$ cat config.mk
export PLATFORM = sky130hd
export DESIGN_NAME = text_stream_show_and_number_top
export DESIGN_NICKNAME = d
export VERILOG_FILES = /design/src/design/tsn_pkg.sv /design/src/design/text_stream_show_and_number_top.sv /design/src/design/tsn_queue.sv /design/src/design/tsn_front.sv /design/src/design/tsn_back.sv
export VERILOG_INCLUDE_DIRS = /design/src /design/src/design
export SDC_FILE = /design/constraint.sdc
export NUM_CORES = 1
export LEC_CHECK = 0
export BUFFER_PORTS_ARGS = -buffer_cell sky130_fd_sc_hd__buf_2
export CAP_MARGIN = 25
export CORE_MARGIN = 3
export CORE_UTILIZATION = 45
export DETAILED_ROUTE_END_ITERATION = 10
export PLACE_DENSITY = 0.75
export SETUP_SLACK_MARGIN = 0.02
export SKIP_LAST_GASP = 1
export SYNTH_ARGS = -nofsm -noshare
export SYNTH_HDL_FRONTEND = slang
export SYNTH_HIERARCHICAL = 1
export SYNTH_SLANG_ARGS = --single-unit
export TNS_END_PERCENT = 10
$ cat constraint.sdc
create_clock -name clk -period 3.8 [get_ports clk]
set_clock_uncertainty 0.1 [all_clocks]
set_input_delay 0 -clock clk [delete_from_list [all_inputs] [get_ports clk]]
set_output_delay 0 -clock clk [all_outputs]
set_load 0.02 [all_outputs]
$ cat src/design/text_stream_show_and_number_top_assert.svh
// Assertion macros shared by the text stream show-and-number design.
// Each macro expects signals named clk and arst_n in the module that uses it.
`ifndef TEXT_STREAM_SHOW_AND_NUMBER_TOP_ASSERT_SVH
`define TEXT_STREAM_SHOW_AND_NUMBER_TOP_ASSERT_SVH

// Same-cycle implication, switched off while reset is asserted.
`define TSN_ASSERT_IMPLIES(lbl, ante, cons, msg) \
	lbl: assert property (@(posedge clk) disable iff (!arst_n) (ante) |-> (cons)) \
		else $error(msg);

// Next-cycle implication, switched off while reset is asserted.
`define TSN_ASSERT_NEXT(lbl, ante, cons, msg) \
	lbl: assert property (@(posedge clk) disable iff (!arst_n) (ante) |=> (cons)) \
		else $error(msg);

`endif

$ cat src/design/tsn_pkg.sv
// Package for the text stream show-and-number filter.
// Holds character codes, register indexes, the back-end phase type and the
// descriptor that travels from the front end to the back end. No dependencies.
package tsn_pkg;

	localparam int CFG_IDX_W  = 3;
	localparam int CFG_DATA_W = 2;

	localparam logic [CFG_IDX_W-1:0] REG_NUMBER_MODE      = 3'd0;
	localparam logic [CFG_IDX_W-1:0] REG_SQUEEZE_BLANK    = 3'd1;
	localparam logic [CFG_IDX_W-1:0] REG_SHOW_ENDS        = 3'd2;
	localparam logic [CFG_IDX_W-1:0] REG_SHOW_TABS        = 3'd3;
	localparam logic [CFG_IDX_W-1:0] REG_SHOW_NONPRINTING = 3'd4;

	localparam logic [1:0] MODE_NONE     = 2'd0;
	localparam logic [1:0] MODE_ALL      = 2'd1;
	localparam logic [1:0] MODE_NONBLANK = 2'd2;

	localparam logic [7:0] CH_TAB      = 8'h09;
	localparam logic [7:0] CH_NL       = 8'h0A;
	localparam logic [7:0] CH_PRINT_LO = 8'h20;
	localparam logic [7:0] CH_SPACE    = 8'h20;
	localparam logic [7:0] CH_DOLLAR   = 8'h24;
	localparam logic [7:0] CH_DASH     = 8'h2D;
	localparam logic [7:0] CH_ZERO     = 8'h30;
	localparam logic [7:0] CH_QMARK    = 8'h3F;
	localparam logic [7:0] CH_I        = 8'h49;
	localparam logic [7:0] CH_M        = 8'h4D;
	localparam logic [7:0] CH_HAT      = 8'h5E;
	localparam logic [7:0] CH_DEL      = 8'h7F;
	localparam logic [7:0] CH_HIGH     = 8'h80;
	localparam logic [7:0] CTRL_OFFSET = 8'h40;

	localparam int QUEUE_DEPTH = 2;

	// Back-end output phases, in emission order.
	typedef enum logic [2:0] {
		PH_NUM  = 3'd0,
		PH_TAB  = 3'd1,
		PH_END  = 3'd2,
		PH_M    = 3'd3,
		PH_DASH = 3'd4,
		PH_HAT  = 3'd5,
		PH_CHAR = 3'd6,
		PH_IDLE = 3'd7
	} phase_t;

	// What the back end has to emit for one input byte, apart from the number.
	typedef struct packed {
		logic       num_en;
		logic       dollar;
		logic       m_dash;
		logic       hat;
		logic [7:0] ch;
	} ctrl_t;

endpackage

$ cat src/design/text_stream_show_and_number_top.sv
// Channel  | dir | payload                                  | handshake
// s_       | in  | tdata: in_byte [7:0]; tuser: file_start  | s_tvalid / s_tready
// m_       | out | tdata: out_byte [7:0]; tlast: last_of_run| m_tvalid / m_tready
// cfg_     | in  | index [2:0], wdata [1:0]                 | cfg_we, no wait
//
// The front end takes one input beat a cycle while the two-entry descriptor
// queue has room. The back end emits one output beat a cycle while m_tready
// allows, and an input byte expands into 1 to NUMBER_DIGITS+5 output bytes;
// plain text runs at one byte per cycle. A squeezed newline is accepted and
// gives no output. Reset is asynchronous, active low, and needs no clearing
// pass. Either side may stall without losing a beat.
module text_stream_show_and_number_top #(
	parameter int NUMBER_DIGITS = 6
) (
	input  logic                           clk,
	input  logic                           arst_n,
	input  logic                           cfg_we,
	input  logic [tsn_pkg::CFG_IDX_W-1:0]  cfg_index,
	input  logic [tsn_pkg::CFG_DATA_W-1:0] cfg_wdata,
	input  logic                           s_tvalid,
	output logic                           s_tready,
	input  logic [7:0]                     s_tdata,   // [7:0] in_byte
	input  logic                           s_tuser,   // [0] file_start
	output logic                           m_tvalid,
	input  logic                           m_tready,
	output logic [7:0]                     m_tdata,   // [7:0] out_byte
	output logic                           m_tlast
);
	import tsn_pkg::*;

	localparam int NW = 4 * NUMBER_DIGITS;
	localparam int QW = NW + $bits(ctrl_t);

	logic          q_full;
	logic          q_not_empty;
	logic          push;
	logic          pop;
	logic [NW-1:0] push_num;
	ctrl_t         push_ctrl;
	logic [QW-1:0] pop_data;
	logic [NW-1:0] pop_num;
	ctrl_t         pop_ctrl;

	assign pop_num  = pop_data[QW-1 -: NW];
	assign pop_ctrl = ctrl_t'(pop_data[$bits(ctrl_t)-1:0]);

	tsn_front #(
		.NUMBER_DIGITS(NUMBER_DIGITS)
	) u_front (
		.clk       (clk),
		.arst_n    (arst_n),
		.cfg_we    (cfg_we),
		.cfg_index (cfg_index),
		.cfg_wdata (cfg_wdata),
		.s_tvalid  (s_tvalid),
		.s_tready  (s_tready),
		.s_tdata   (s_tdata),
		.s_tuser   (s_tuser),
		.q_full    (q_full),
		.push      (push),
		.push_num  (push_num),
		.push_ctrl (push_ctrl)
	);

	tsn_queue #(
		.WIDTH(QW)
	) u_queue (
		.clk       (clk),
		.arst_n    (arst_n),
		.push      (push),
		.push_data ({push_num, push_ctrl}),
		.full      (q_full),
		.pop       (pop),
		.pop_data  (pop_data),
		.not_empty (q_not_empty)
	);

	tsn_back #(
		.NUMBER_DIGITS(NUMBER_DIGITS)
	) u_back (
		.clk         (clk),
		.arst_n      (arst_n),
		.q_not_empty (q_not_empty),
		.q_num       (pop_num),
		.q_ctrl      (pop_ctrl),
		.q_pop       (pop),
		.m_tvalid    (m_tvalid),
		.m_tready    (m_tready),
		.m_tdata     (m_tdata),
		.m_tlast     (m_tlast)
	);

endmodule

$ cat src/design/tsn_queue.sv
// Two-entry descriptor queue between the front end and the back end.
// Depends on tsn_pkg and the shared assertion macro header.
`include "text_stream_show_and_number_top_assert.svh"

module tsn_queue #(
	parameter int WIDTH = 36
) (
	input  logic             clk,
	input  logic             arst_n,
	input  logic             push,
	input  logic [WIDTH-1:0] push_data,
	output logic             full,
	input  logic             pop,
	output logic [WIDTH-1:0] pop_data,
	output logic             not_empty
);
	import tsn_pkg::*;

	localparam int PTR_W = (QUEUE_DEPTH > 1) ? $clog2(QUEUE_DEPTH) : 1;
	localparam int CNT_W = $clog2(QUEUE_DEPTH + 1);

	logic [WIDTH-1:0] slot_q [QUEUE_DEPTH];
	logic [PTR_W-1:0] wr_ptr_q;
	logic [PTR_W-1:0] rd_ptr_q;
	logic [CNT_W-1:0] count_q;

	assign full      = (count_q == CNT_W'(QUEUE_DEPTH));
	assign not_empty = (count_q != '0);
	assign pop_data  = slot_q[rd_ptr_q];

	always_ff @(posedge clk or negedge arst_n) begin
		if (!arst_n) begin
			wr_ptr_q <= '0;
			rd_ptr_q <= '0;
			count_q  <= '0;
		end else begin
			if (push) begin
				wr_ptr_q <= (wr_ptr_q == PTR_W'(QUEUE_DEPTH - 1)) ? '0 : wr_ptr_q + 1'b1;
			end
			if (pop) begin
				rd_ptr_q <= (rd_ptr_q == PTR_W'(QUEUE_DEPTH - 1)) ? '0 : rd_ptr_q + 1'b1;
			end
			if (push && !pop) begin
				count_q <= count_q + 1'b1;
			end else if (pop && !push) begin
				count_q <= count_q - 1'b1;
			end
		end
	end

	always_ff @(posedge clk) begin
		if (push) begin
			slot_q[wr_ptr_q] <= push_data;
		end
	end

	`TSN_ASSERT_IMPLIES(a_push_not_full, push, !full, "descriptor pushed into a full queue")
	`TSN_ASSERT_IMPLIES(a_pop_not_empty, pop, not_empty, "descriptor popped from an empty queue")
	`TSN_ASSERT_NEXT(a_count_up, push && !pop, count_q == CNT_W'($past(count_q) + 1'b1), "queue fill count did not rise on push")

endmodule

$ cat src/design/tsn_front.sv
// Front end: configuration registers, line state and classification of each
// input beat into a descriptor for the back end. Depends on tsn_pkg.
module tsn_front #(
	parameter int NUMBER_DIGITS = 6
) (
	input  logic                            clk,
	input  logic                            arst_n,
	input  logic                            cfg_we,
	input  logic [tsn_pkg::CFG_IDX_W-1:0]   cfg_index,
	input  logic [tsn_pkg::CFG_DATA_W-1:0]  cfg_wdata,
	input  logic                            s_tvalid,
	output logic                            s_tready,
	input  logic [7:0]                      s_tdata,
	input  logic                            s_tuser,
	input  logic                            q_full,
	output logic                            push,
	output logic [4*NUMBER_DIGITS-1:0]      push_num,
	output tsn_pkg::ctrl_t                  push_ctrl
);
	import tsn_pkg::*;

	localparam int NW = 4 * NUMBER_DIGITS;
	localparam logic [NW-1:0] LINE_ONE = NW'(1);

	// Increment a BCD count; an all-nines count stays where it is.
	function automatic logic [NW-1:0] bcd_bump(input logic [NW-1:0] v);
		logic          carry;
		logic [3:0]    d;
		logic [NW-1:0] r;
		carry = 1'b1;
		r     = v;
		for (int i = 0; i < NUMBER_DIGITS; i++) begin
			d = v[4*i +: 4];
			if (carry) begin
				r[4*i +: 4] = (d == 4'd9) ? 4'd0 : d + 4'd1;
			end
			carry = carry && (d == 4'd9);
		end
		return carry ? v : r;
	endfunction

	logic [1:0]    number_mode_q;
	logic          squeeze_blank_q;
	logic          show_ends_q;
	logic          show_tabs_q;
	logic          show_nonprinting_q;

	logic          prev_nl_q;
	logic [1:0]    blank_run_q;
	logic [NW-1:0] line_q;

	logic          accept;
	logic          eff_prev;
	logic [1:0]    eff_run;
	logic [NW-1:0] eff_line;
	logic          is_nl;
	logic          sq_cond;
	logic [1:0]    run_inc;
	logic          drop;
	logic          num_en;
	logic          tab_hat;
	logic          ctrl_hat;
	logic          del_hat;
	logic          high;
	logic [7:0]    c1;
	logic [7:0]    c2;
	logic [7:0]    c3;
	logic [7:0]    c4;

	assign s_tready = !q_full;
	assign accept   = s_tvalid && s_tready;

	always_comb begin
		eff_prev = s_tuser ? 1'b1 : prev_nl_q;
		eff_run  = s_tuser ? 2'd0 : blank_run_q;
		eff_line = s_tuser ? LINE_ONE : line_q;
		is_nl    = (s_tdata == CH_NL);

		// A newline straight after a newline counts towards the blank run;
		// from the second such newline on, nothing is emitted.
		sq_cond = squeeze_blank_q && is_nl && eff_prev;
		run_inc = (eff_run < 2'd2) ? eff_run + 2'd1 : eff_run;
		drop    = sq_cond && (run_inc > 2'd1);

		num_en = eff_prev && ((number_mode_q == MODE_ALL) ||
			((number_mode_q == MODE_NONBLANK) && !is_nl));

		tab_hat = show_tabs_q && (s_tdata == CH_TAB);
		c1      = tab_hat ? CH_I : s_tdata;

		ctrl_hat = show_nonprinting_q &&
			((c1 < CH_TAB) || ((c1 > CH_NL) && (c1 < CH_PRINT_LO)));
		c2       = ctrl_hat ? c1 + CTRL_OFFSET : c1;
		high     = show_nonprinting_q && (c2 >= CH_HIGH);
		c3       = high ? c2 - CTRL_OFFSET : c2;
		del_hat  = show_nonprinting_q && (c3 == CH_DEL);
		c4       = del_hat ? CH_QMARK : c3;

		push             = accept && !drop;
		push_num         = eff_line;
		push_ctrl.num_en = num_en;
		push_ctrl.dollar = show_ends_q && is_nl;
		push_ctrl.m_dash = high;
		push_ctrl.hat    = tab_hat || ctrl_hat || del_hat;
		push_ctrl.ch     = c4;
	end

	always_ff @(posedge clk or negedge arst_n) begin
		if (!arst_n) begin
			number_mode_q      <= MODE_NONE;
			squeeze_blank_q    <= 1'b0;
			show_ends_q        <= 1'b0;
			show_tabs_q        <= 1'b0;
			show_nonprinting_q <= 1'b0;
		end else if (cfg_we) begin
			case (cfg_index)
				REG_NUMBER_MODE:      number_mode_q      <= cfg_wdata;
				REG_SQUEEZE_BLANK:    squeeze_blank_q    <= cfg_wdata[0];
				REG_SHOW_ENDS:        show_ends_q        <= cfg_wdata[0];
				REG_SHOW_TABS:        show_tabs_q        <= cfg_wdata[0];
				REG_SHOW_NONPRINTING: show_nonprinting_q <= cfg_wdata[0];
				default: ;
			endcase
		end
	end

	always_ff @(posedge clk or negedge arst_n) begin
		if (!arst_n) begin
			prev_nl_q   <= 1'b1;
			blank_run_q <= 2'd0;
			line_q      <= LINE_ONE;
		end else if (accept) begin
			blank_run_q <= sq_cond ? run_inc : 2'd0;
			// A newline is never rewritten, so the emitted byte is a newline
			// exactly when the input was one.
			prev_nl_q   <= drop ? eff_prev : is_nl;
			line_q      <= (num_en && !drop) ? bcd_bump(eff_line) : eff_line;
		end
	end

endmodule

$ cat src/design/tsn_back.sv
// Back end: expands one descriptor into output bytes behind a registered
// output stage, one beat per cycle unless m_tready stalls it. Depends on tsn_pkg.
module tsn_back #(
	parameter int NUMBER_DIGITS = 6
) (
	input  logic                       clk,
	input  logic                       arst_n,
	input  logic                       q_not_empty,
	input  logic [4*NUMBER_DIGITS-1:0] q_num,
	input  tsn_pkg::ctrl_t             q_ctrl,
	output logic                       q_pop,
	output logic                       m_tvalid,
	input  logic                       m_tready,
	output logic [7:0]                 m_tdata,
	output logic                       m_tlast
);
	import tsn_pkg::*;

	localparam int NW    = 4 * NUMBER_DIGITS;
	localparam int CNT_W = (NUMBER_DIGITS > 1) ? $clog2(NUMBER_DIGITS) : 1;

	// Lowest phase at or above lo that this descriptor needs.
	function automatic phase_t first_phase(input ctrl_t c, input logic [2:0] lo);
		logic [6:0] en;
		phase_t     r;
		en = {1'b1, c.hat, c.m_dash, c.m_dash, c.dollar, c.num_en, c.num_en};
		r  = PH_CHAR;
		for (int i = 6; i >= 0; i--) begin
			if ((3'(i) >= lo) && en[i]) begin
				r = phase_t'(3'(i));
			end
		end
		return r;
	endfunction

	phase_t        phase_q;
	phase_t        phase_d;
	ctrl_t         cur_q;
	logic [NW-1:0] num_q;
	logic [CNT_W-1:0] cnt_q;
	logic          seen_q;

	logic          m_tvalid_q;
	logic [7:0]    m_tdata_q;
	logic          m_tlast_q;

	logic          out_take;
	logic          step;
	logic          load;
	logic [3:0]    digit;
	logic [7:0]    byte_d;

	assign m_tvalid = m_tvalid_q;
	assign m_tdata  = m_tdata_q;
	assign m_tlast  = m_tlast_q;

	assign out_take = !m_tvalid_q || m_tready;
	assign digit    = num_q[NW-1 -: 4];

	always_comb begin
		step    = (phase_q != PH_IDLE) && out_take;
		load    = ((phase_q == PH_IDLE) || (step && (phase_q == PH_CHAR))) && q_not_empty;
		q_pop   = load;
		phase_d = phase_q;
		byte_d  = CH_SPACE;

		case (phase_q)
			PH_NUM: begin
				// Leading zeros show as spaces, but the units digit always prints.
				if ((digit == 4'd0) && !seen_q && (cnt_q != '0)) begin
					byte_d = CH_SPACE;
				end else begin
					byte_d = CH_ZERO + {4'd0, digit};
				end
			end
			PH_TAB:  byte_d = CH_TAB;
			PH_END:  byte_d = CH_DOLLAR;
			PH_M:    byte_d = CH_M;
			PH_DASH: byte_d = CH_DASH;
			PH_HAT:  byte_d = CH_HAT;
			PH_CHAR: byte_d = cur_q.ch;
			default: byte_d = CH_SPACE;
		endcase

		if (step) begin
			case (phase_q)
				PH_NUM: begin
					if (cnt_q == '0) begin
						phase_d = first_phase(cur_q, 3'(PH_TAB));
					end
				end
				PH_CHAR: phase_d = PH_IDLE;
				default: phase_d = first_phase(cur_q, 3'(phase_q) + 3'd1);
			endcase
		end
		if (load) begin
			phase_d = first_phase(q_ctrl, 3'(PH_NUM));
		end
	end

	always_ff @(posedge clk or negedge arst_n) begin
		if (!arst_n) begin
			phase_q    <= PH_IDLE;
			m_tvalid_q <= 1'b0;
		end else begin
			phase_q <= phase_d;
			if (step) begin
				m_tvalid_q <= 1'b1;
			end else if (m_tready) begin
				m_tvalid_q <= 1'b0;
			end
		end
	end

	always_ff @(posedge clk) begin
		if (step) begin
			m_tdata_q <= byte_d;
			m_tlast_q <= (phase_q == PH_CHAR);
		end
		if (load) begin
			cur_q  <= q_ctrl;
			num_q  <= q_num;
			cnt_q  <= CNT_W'(NUMBER_DIGITS - 1);
			seen_q <= 1'b0;
		end else if (step && (phase_q == PH_NUM) && (cnt_q != '0)) begin
			num_q  <= num_q << 4;
			cnt_q  <= cnt_q - 1'b1;
			seen_q <= seen_q || (digit != 4'd0);
		end
	end

endmodule
* Word level (Yosys, flattened, before mapping)
Memory sizes are Yosys's and may differ from the RTL's. Cells that the tools add are included. Widths: inputs -> output; s select.
Storage, ports and cells: bits in read-only memories 0, memories 1, bits in writable memories 72, output and inout port bits 11, latch bits 0, input port bits 19, register bits after elaboration 90
Memories:
- u_queue.slot_q | depth 2, width 36, read ports 1, clocked after Yosys merged registers in 0, wr ports 1, RTL line tsn_queue.sv:22 | logic [WIDTH-1:0] slot_q [QUEUE_DEPTH];
Operators by class: $add $sub $neg 16, mux-type cells 53, magnitude comparators 12, reduce and logical (&&, ||, !) cells 65, bitwise operators 0, multiply operators 0, shift-type cells 0, equality and inequality tests 25, div/mod/pow operators 0
Operators with widths (number):
- $mux 24 | 5
- $pmux 8 s7 | 1
- $mux 4 | 11
- $mux 8 | 5
- $mux 3 | 13
- $logic_and 1x1->1 | 34
- $add 4x1->4 const B | 6
- $eq 4x4->1 const B | 6
- $mux 2 | 9
- $eq 8x4->1 const B | 2
- $eq 3x3->1 const B | 5
- $eq 3x2->1 const B | 4
- $reduce_and 2->1 | 6
- $reduce_bool 2->1 | 5
- $logic_not 3->1 | 3
- $add 8x7->8 const B | 1
- $eq 8x7->1 const B | 1
- $ge 8x8->1 const B | 1
- $gt 8x4->1 const B | 1
- $lt 8x4->1 const B | 1
- $lt 8x6->1 const B | 1
- $mux 1 | 8
- $sub 8x7->8 const B | 1
- $add 6x4->7 const A | 1
- other kinds (21) | 40

* Depth between registers and ports, before layout
Gate-level depths: netlist of the first run.
word-level depth 14, depth in mapped cells 12, depth with buffers taken out 11

* By module
The synthesis of the first run kept the hierarchy.
By module, submodules not included:
- tsn_queue | area each 2936.6 sq um, times used 1, cells an instance 128
- tsn_front | area each 2636.3 sq um, times used 1, cells an instance 319
- tsn_back | area each 2592.5 sq um, times used 1, cells an instance 191

* Worst setup path before layout of the first run
Ideal clock, no wire load.
path kind reg-to-reg, from register u_queue.count_q[1], to memory u_queue.slot_q[0][0] (enable), stages on the path, launching flop included 8, setup time 0.434 ns, arrival time 3.122 ns, required time 3.266 ns, buffers on the path 3, slack 0.144 ns, cell sequence dfrtp_1 > nor2b_1 > nand2b_1 > clkbuf_1 > clkbuf_1 > buf_1 > a21oi_1 > nor2b_1
On the way: word-level cells in the longest chain between the ends 6
Ends and longest elaborated chain:
- start: declaration | RTL line tsn_queue.sv:25 | logic [CNT_W-1:0] count_q;
- start signal: assignment | RTL line tsn_queue.sv:44 | count_q <= count_q + 1'b1;
- start signal: assignment | RTL line tsn_queue.sv:46 | count_q <= count_q - 1'b1;
- $eq 2x2->1 | RTL line tsn_queue.sv:27 | assign full = (count_q == CNT_W'(QUEUE_DEPTH));
- via q_full | RTL line text_stream_show_and_number_top.sv:34 | logic q_full;
- $logic_not 1->1 | RTL line tsn_front.sv:70 | assign s_tready = !q_full;
- $logic_and 1x1->1 | RTL line tsn_front.sv:71 | assign accept = s_tvalid && s_tready;
- $logic_and 1x1->1 | RTL line tsn_front.sv:99 | push = accept && !drop;
- via push | RTL line text_stream_show_and_number_top.sv:36 | logic push;
- $mux 1 | RTL line tsn_queue.sv:52 | if (push) begin
- $mux 1 (implied by the code) | RTL line tsn_queue.sv:53 | slot_q[wr_ptr_q] <= push_data;
- end: declaration | RTL line tsn_queue.sv:22
The timed path passes the listed nets, and every way through them passes these cells.

* Final worst setup path of the first run
from register u_back.phase_q[0], to register u_queue.count_q[1]
On the way: word-level cells in the longest chain between the ends 8, elaborated cells on any way between the ends 12, those cells by class eq/ne: 3; mux: 1; reduce/logical: 8
Ends and longest elaborated chain:
- start: declaration | RTL line tsn_back.sv:36 | phase_t phase_q;
- start signal: assignment | RTL line tsn_back.sv:106 | phase_q <= phase_d;
- $ne 3x3->1 | RTL line tsn_back.sv:61 | step = (phase_q != PH_IDLE) && out_take;
- $logic_and 1x1->1 | RTL line tsn_back.sv:61
- $logic_and 1x1->1 | RTL line tsn_back.sv:62 | load = ((phase_q == PH_IDLE) || (step && (phase_q == PH_CHAR))) && q_not_empty;
- $logic_or 1x1->1 * | RTL line tsn_back.sv:62
- $logic_and 1x1->1 * | RTL line tsn_back.sv:62
- via pop | RTL line text_stream_show_and_number_top.sv:37 | logic pop;
- $logic_not 1->1 | RTL line tsn_queue.sv:43 | if (push && !pop) begin
- $logic_and 1x1->1 | RTL line tsn_queue.sv:43
- $mux 2 / $reduce_bool 2->1 (equally long branches)
Mark *: on every way through the listed nets, which the timed path passes. The rest lies on a longest branch. A chain may end at the register's enable or synchronous reset.

==> results by group, run 1 <==
Layout
  • Ant diodes: 0
  • Fin nets: 717
  • Final core utilization: 52.9%
  • Fill cells: 1421
  • Layout cells sized above 1: 21.5%
  • Multi-input logic area: 3220 µm²
  • Storage cell area: 4630 µm²
  • Area Growth Syn to Fin: 13.5%

Floorplan
  • Starting Density: 46.6%
  • # rows: 48
  • Die area: 19800 µm²
  • IO Count: 30
  • Core Region: 17500 µm²
  • DIE HEIGHT: 141 µm
  • Die W: 141 µm

Yosys
  • Synthesized flop and latch total: 162
  • Synth Cell Area: 8170 µm²
  • Synth cell types: 87
  • Synth area leader: edfxtp_1
  • Synth top cells by count: edfxtp_1, dfrtp_1, nand2_1, mux2_4, nor2_1
  • Net Count, Synth: 669
  • Most used DFF post-synth: edfxtp_1
  • Ys async rst share: 25.3%
  • Post-synth EDFFs: 117
  • Yosys warns: 6
  • Sequential area share after synthesis: 56.7%
  • Ranking of synthesized cells by area: edfxtp_1, dfrtp_1, mux2_4
  • Avg Cell Area, Syn: 12.8 µm²
  • Post-Synthesis Cells: 638
  • Synth top area share: 43.0%
  • Count leader, synth: edfxtp_1

Pwr
  • LEAKAGE: 3.47 nW
  • Tot Pwr: 6.97 mW
  • Worst VDD drop: 0.000437 V
  • Power per cell area: 752 nW/µm²

Global routing
  • Total global-route track usage: 18.2%
  • First-pass GRT wire length: 28400 µm
  • GRT overflow: 0
  • Largest net degree at the start of global routing: 42
  • Vias in the first global route: 5401
  • Initial antenna violation count: 0

Clock network
  • Later-pin clock latency in the skew report: 420 ps
  • Clock sink count: 162
  • CTS Root Cell: clkbuf_16
  • H-tree depth: 4
  • Postcts setup bufs: 0
  • Reg clk slew, reported paths: 60 ps
  • CTS buffer count: 17
  • Clk buf depth: 2
  • CTS tree: yes

STA
  • Pins over their slew limit: 0
  • RSZ-0062 raised after global routing: false
  • Worst slew pin tran: 931 ps
  • Setup-failing EPs final: 0
  • Fin. Hold Viols: 0
  • Crit share post-route: 81.4%
  • Fin Setup TNS: 0 ps
  • Min Tclk post-route: 3090 ps
  • Fmax achieved: 323 MHz
  • Normalized max-slew margin: 37.8%

Critical path
  • Data required time of the critical path: 4050 ps
  • Crit Path Category: flip-flop to flip-flop
  • Maximum net fanout on the critical path: 24
  • Critical Path Sink Type: flip-flop
  • Type of origin of the critical path: flip-flop
  • WP data arrival: 3340 ps

Detailed routing
  • Post-DRT Antenna Nets: 0
  • Post-Route WL: 17500 µm
  • Via count: 5441
  • Drt first pass iters: 5
  • Via density: 5.89
  • Residual DRC: 0
  • Drt wl/cell: 18.9 µm
  • DRT iter0 DRCs: 515

Status
  • Outcome: finished clean

Placed design
  • PortBufs: 29
  • Dpl hpwl: 11500 µm
  • Gpl congestion: 0.893

Job
  • Max Cap Viol: 0

Min path
  • Min-delay worst type: primary input to asynchronous set/reset pin
## logic make-up after synthesis
logic type | synth area share (%)
compound gates | 11.7
xor+xnor | 1.07
simple gates | 14.5
mux | 10.3
fa+ha+maj | 1.84
buf+inv | 3.95
flops | 56.7
## per-stage QoR
stage / hold slack, ps / setup slack, ps / cell area (µm²) / cells
floorplan: -396 / 144 / 8170 / 638
global placement: 132 / 857 / 8450 / 867
detailed placement: 134 / 733 / 8450 / 867
CTS: 229 / 716 / 9250 / 923
global route: 42.2 / 446 / 9270 / 924
finish: 3.66 / 709 / 9270 / 924
## area by class of cell
type                    count  area share (%)
clock buffers              26            5.40
clock inverters             6           0.621
inverters                  28            1.13
multi-input cells         414            34.8
flip-flops and latches    162            49.9
well taps                 225            3.04
repair buffers             63            5.10
## layout by cell type, fill, tap and decap left out, types with 9 or more instances in the layout
cell           Yosys  final
and3_1            11     11
o31ai_1            9      9
nand3_1           13     13
edfxtp_1         117    117
nor2b_1           23     22
mux2_2            19     19
o21ai_0           15     15
buf_2              3     29
dfrtp_1           36     35
clkbuf_16          0     18
mux2_4            30     30
inv_1             27     27
nand2b_1          13     13
a21oi_1           21     21
nor2_1            29     29
a31oi_1           15     15
buf_4              4      9
ha_1              12     12
nor3_1             9      9
o211ai_1          11     11
or3_1              9      9
dlygate4sd3_1      0     24
nand2_1           36     36
mux2_1            13     13
## worst max-delay path, stage by stage, from the launching register on
cell and delay (ps):
dfstp_2 630, ha_1 290, ha_1 470, o21bai_2 280, nand2_2 120, inv_2 390, inv_1 90, ha_1 320
nor2_1 150, xor2_1 170
## registers in the layout, indices dropped and copies added, names as in the netlist
register,cells
u_front/number_mode_q,2
u_back/num_q,24
u_front/show_tabs_q,1
u_queue/rd_ptr_q,1
u_back/m_tvalid,1
u_front/line_q,24
u_back/phase_q,3
u_back/m_tdata,8
u_back/seen_q,1
u_back/cnt_q,3
u_queue/wr_ptr_q,1
u_front/show_nonprinting_q,1
u_queue/count_q,2
u_front/prev_nl_q,1
u_back/m_tlast,1
u_front/squeeze_blank_q,1
u_front/blank_run_q,2
u_front/show_ends_q,1
u_queue/slot_q,72
u_back/cur_q,12
## layer usage
metal	track usage, %	vias to the layer above	wire [µm]	part of all wire, %
li1	-	2517	-	-
met1	24.6	2688	7660	44
met2	29.1	210	8590	49
met3	3.90	26	944	5.4
met4	6.27	0	312	1.8
met5	0	-	0	0
## power breakdown
part	switching, mW	total (mW)	internal, mW
Clock	0.656	1.63	0.971
Combinational	1.28	2.31	1.03
Sequential	0.373	3.04	2.67
## worst paths after layout
check	from	cells after the start	end	slack, ps
worst min register to register	u_front/blank_run_q[1]	2	u_front/blank_run_q[1]	390
worst max-delay path	u_back/phase_q[0]	9	u_queue/count_q[1]	710
min in group clk	s_tdata[3]	2	u_queue/slot_q[0][3]	270
worst max register to register	u_back/phase_q[0]	9	u_queue/count_q[1]	710
max in group asynchronous	arst_n	3	u_back/phase_q[2]	3000
worst min-delay path	arst_n	2	u_front/line_q[14]	4
## repair_timing
| item | CTS | global route |
|---|---|---|
| hold buffers | 24 | 0 |
| resized for setup | 0 | 0 |
| hold endpoints to repair | 66 | 0 |
| endpoints found under the setup margin | 0 | 0 |
Note: power is estimated with default switching activity, not from simulation.
==> inputs of run 2 (changes only) <==
--- a/config.mk
+++ b/config.mk
@@ -6,12 +6,13 @@
 export SDC_FILE = /design/constraint.sdc
 export NUM_CORES = 1
 export LEC_CHECK = 0
+export ABC_AREA = 1
 export BUFFER_PORTS_ARGS = -buffer_cell sky130_fd_sc_hd__buf_2
 export CAP_MARGIN = 25
 export CORE_MARGIN = 3
 export CORE_UTILIZATION = 45
 export DETAILED_ROUTE_END_ITERATION = 10
-export PLACE_DENSITY = 0.75
+export PLACE_DENSITY = 0.73
 export SETUP_SLACK_MARGIN = 0.02
 export SKIP_LAST_GASP = 1
 export SYNTH_ARGS = -nofsm -noshare
==> constraint.sdc (replaced) <==
create_clock -name clk -period 3.05 [get_ports clk]
set_clock_uncertainty 0.1 [all_clocks]
set_input_delay 0 -clock clk [delete_from_list [all_inputs] [get_ports clk]]
set_output_delay 0 -clock clk [all_outputs]
set_load 0.02 [all_outputs]
==> results by group, run 2 <==
Status
  • Outcome: finished clean

Yosys
  • Synth area leader: edfxtp_1
  • Synthesized flop and latch total: 162 (unchanged)
  • Ys async rst share: 25.3% (unchanged)
  • Synth cell types: 46 (-47%)
  • Count leader, synth: nand2_1
  • Synth Cell Area: 8430 µm² (+3.3%)
  • Post-Synthesis Cells: 862 (+35%)
  • Sequential area share after synthesis: 54.8% (-1.8 points)
  • Synth top cells by count: nand2_1, edfxtp_1, inv_1, nor2_1, nand3_1
  • Avg Cell Area, Syn: 9.78 µm² (-24%)
  • Synth top area share: 41.7% (-1.4 points)
  • Ranking of synthesized cells by area: edfxtp_1, nand2_1, dfrtp_1
  • Post-synth EDFFs: 117 (unchanged)
  • Yosys warns: 6 (unchanged)
  • Most used DFF post-synth: edfxtp_1
  • Net Count, Synth: 893 (+33%)

Clock network
  • CTS Root Cell: clkbuf_16
  • Clk buf depth: 2 (unchanged)
  • Later-pin clock latency in the skew report: 420 ps (about the same)
  • Clock sink count: 162 (unchanged)
  • Postcts setup bufs: 0 (unchanged)
  • CTS buffer count: 17 (unchanged)
  • H-tree depth: 4 (unchanged)
  • CTS tree: yes
  • Reg clk slew, reported paths: 60 ps (about the same)

Pwr
  • Power per cell area: 865 nW/µm² (+15%)
  • Switch share: 33.4% (+0.28 points)
  • LEAKAGE: 4.37 nW (+26%)
  • Reg power frac: 42.2% (-1.4 points)
  • Worst VDD drop: 0.000510 V (+17%)
  • Power share of the combinational group: 32.1% (-1.0 points)
  • Switching Power: 2.78 mW (+20%)
  • Clock network power share: 25.7% (+2.4 points)
  • Internal power: 5.53 mW (+19%)

Layout
  • Most common cell after layout, fill and taps aside: nand2_1
  • Max reg flops: 72 (unchanged)
  • Most frequent cells in the layout: nand2_1, edfxtp_1, inv_1
  • Area Growth Syn to Fin: 14.0%
  • Final core utilization: 52.8% (-0.054 points)
  • Ant diodes: 0 (unchanged)
  • Fin nets: 953 (+33%)
  • Biggest register: u_queue/slot_q
  • Layout cells sized above 1: 17.8% (-3.7 points)
  • Largest registers: u_queue/slot_q (72), u_back/num_q (24), u_front/line_q (24)

Floorplan
  • Core Region: 18200 µm² (+3.8%)
  • IO Count: 30 (unchanged)
  • Die area: 20400 µm² (+3.2%)
  • Die W: 143 µm (+1.6%)
  • # rows: 49 (+2.1%)
  • DIE HEIGHT: 143 µm (+1.6%)
  • Starting Density: 46.3% (-0.24 points)

STA
  • Min Tclk post-route: 2850 ps
  • Fin. Hold Viols: 0 (unchanged)
  • Worst slew pin tran: 563 ps (-368 ps)
  • Pins over their slew limit: 0 (unchanged)
  • RSZ-0062 raised after global routing: false
  • Crit share post-route: 93.4%
  • Fin Setup TNS: 0 ps (unchanged)
  • Fmax achieved: 351 MHz
  • Setup-failing EPs final: 0 (unchanged)
  • Normalized max-slew margin: 62.5% (+25 points)

Placed design
  • PortBufs: 29 (unchanged)
  • Gpl congestion: 0.849 (-4.9%)
  • Dpl hpwl: 10800 µm (-5.7%)

Critical path
  • Crit Path Category: primary input to flip-flop
  • Maximum net fanout on the critical path: 26 (+8.3%)
  • Critical path's most frequent cell: nand2_1
  • CP max stage cell: dlygate4sd3_1
  • Data required time of the critical path: 3260 ps (-790 ps)
  • R2R depth: 11 (+2)
  • Critical Path Sink Type: flip-flop
  • CP Cell Sequence: dlygate4sd3_1 > buf_2 > nor2_1 > dlygate4sd3_1 > nand4_1 > nand2_1 > nand2_1 > nand3_2 > inv_2 > nand2_2 > nor2_1 > nand2_1 > nand2_1 > nand2_1
  • Reg2reg start: u_back/phase_q[0]
  • WP data arrival: 3060 ps (-280 ps)
  • Reg2reg end: u_back/phase_q[2]
  • Reg2Reg Setup Slack: 600 ps (-110 ps)
  • Type of origin of the critical path: primary input
  • Critical Path Max Stage Delay: 550 ps (-80 ps)

Global routing
  • GRT overflow: 0 (unchanged)
  • First-pass GRT wire length: 27200 µm (-4.2%)
  • Largest net degree at the start of global routing: 38 (-9.5%)
  • Vias in the first global route: 5704 (+5.6%)
  • Initial antenna violation count: 0 (unchanged)
  • Total global-route track usage: 16.8% (-1.3 points)

Detailed routing
  • Drt wl/cell: 13.9 µm (-26%)
  • Post-DRT Antenna Nets: 0 (unchanged)
  • Post-Route WL: 16200 µm (-7.4%)
  • Drt first pass iters: 5 (unchanged)
  • Via count: 5853 (+7.6%)
  • Via density: 5.03 (-15%)
  • DRT iter0 DRCs: 403 (-22%)
  • Residual DRC: 0 (unchanged)

Min path
  • Min-delay worst type: primary input to asynchronous set/reset pin

Job
  • Max Cap Viol: 0 (unchanged)
[run 2: power by group through the flow]
| stage | clock network, mW | registers [mW] | logic [mW] |
|---|---|---|---|
| after floorplan | 0 | 3.51 | 2.13 |
| after global placement | 0 | 3.52 | 2.59 |
| after detailed placement | 0 | 3.55 | 2.63 |
| after CTS | 2.17 | 3.51 | 2.69 |
| after global routing | 2.26 | 3.58 | 3.01 |
| final | 2.13 | 3.51 | 2.67 |
[run 2: kinds of logic after synthesis]
logic type	count (synthesis)	share of synthesized area, %
fa+ha+maj	12	1.78
mux	36	6.10
flops	162	54.8
xor+xnor	9	0.935
buf+inv	131	7.55
simple gates	439	24.0
compound gates	73	4.84
[run 2: worst max-delay path by stage]
| stage | start | to | slack [ps] | cells after the start |
|---|---|---|---|---|
| 2_1_floorplan | u_queue/count_q[1] | u_queue/slot_q[0][0] | 400 | 9 |
| 3_5_place_dp | u_back/phase_q[0] | u_back/phase_q[2] | 600 | 11 |
| 4_1_cts | s_tdata[6] | u_front/line_q[12] | 340 | 14 |
| 5_1_grt | s_tdata[7] | u_front/line_q[12] | 70 | 14 |
| 3_3_place_gp | u_back/phase_q[0] | u_back/phase_q[2] | 660 | 11 |
| 6_report | s_tdata[7] | u_front/line_q[12] | 200 | 14 |
[run 2: stage by stage]
| step | cells | instance area [µm²] | worst slack, ps | power (mW) | hold WS (ps) |
|---|---|---|---|---|---|
| after global placement | 1104 | 8740 | 662 | 6.12 | -70.1 |
| after detailed placement | 1104 | 8740 | 597 | 6.18 | -66.3 |
| after CTS | 1164 | 9610 | 342 | 8.37 | 27.8 |
| final | 1164 | 9610 | 200 | 8.31 | 16.6 |
| after global routing | 1164 | 9610 | 68.5 | 8.84 | 51.0 |
| after floorplan | 862 | 8440 | 402 | 5.64 | -396 |
[run 2: layout make-up]
cell class,count,area (µm²)
Tap cell,229,287
Clock inverter,14,163
Multi-Input combinational cell,569,3180
Clock buffer,18,429
Fill cell,1569,8590
Timing Repair Buffer,69,528
Sequential cell,162,4630
Inverter,103,402
[run 2: critical path: cells and delay by family]
family / cells / cell delay [ps]
buffers and inverters: 4 / 1750
and+or+nand+nor: 10 / 1290
[run 2: what timing repair did]
item | CTS | global route
setup endpoints to repair | 0 | 0
endpoints found under the hold margin | 46 | 0
hold buffers | 28 | 0
resized for setup | 0 | 0
[run 2: per-layer routing]
layer | up-vias | share of wire (%) | wire length (µm) | track usage, %
met5 | - | 0 | 0 | 0
met2 | 118 | 49 | 7880 | 27.9
met1 | 2763 | 46 | 7390 | 22.1
met3 | 26 | 3.9 | 629 | 3.15
met4 | 0 | 1.9 | 308 | 6.25
li1 | 2946 | - | - | -
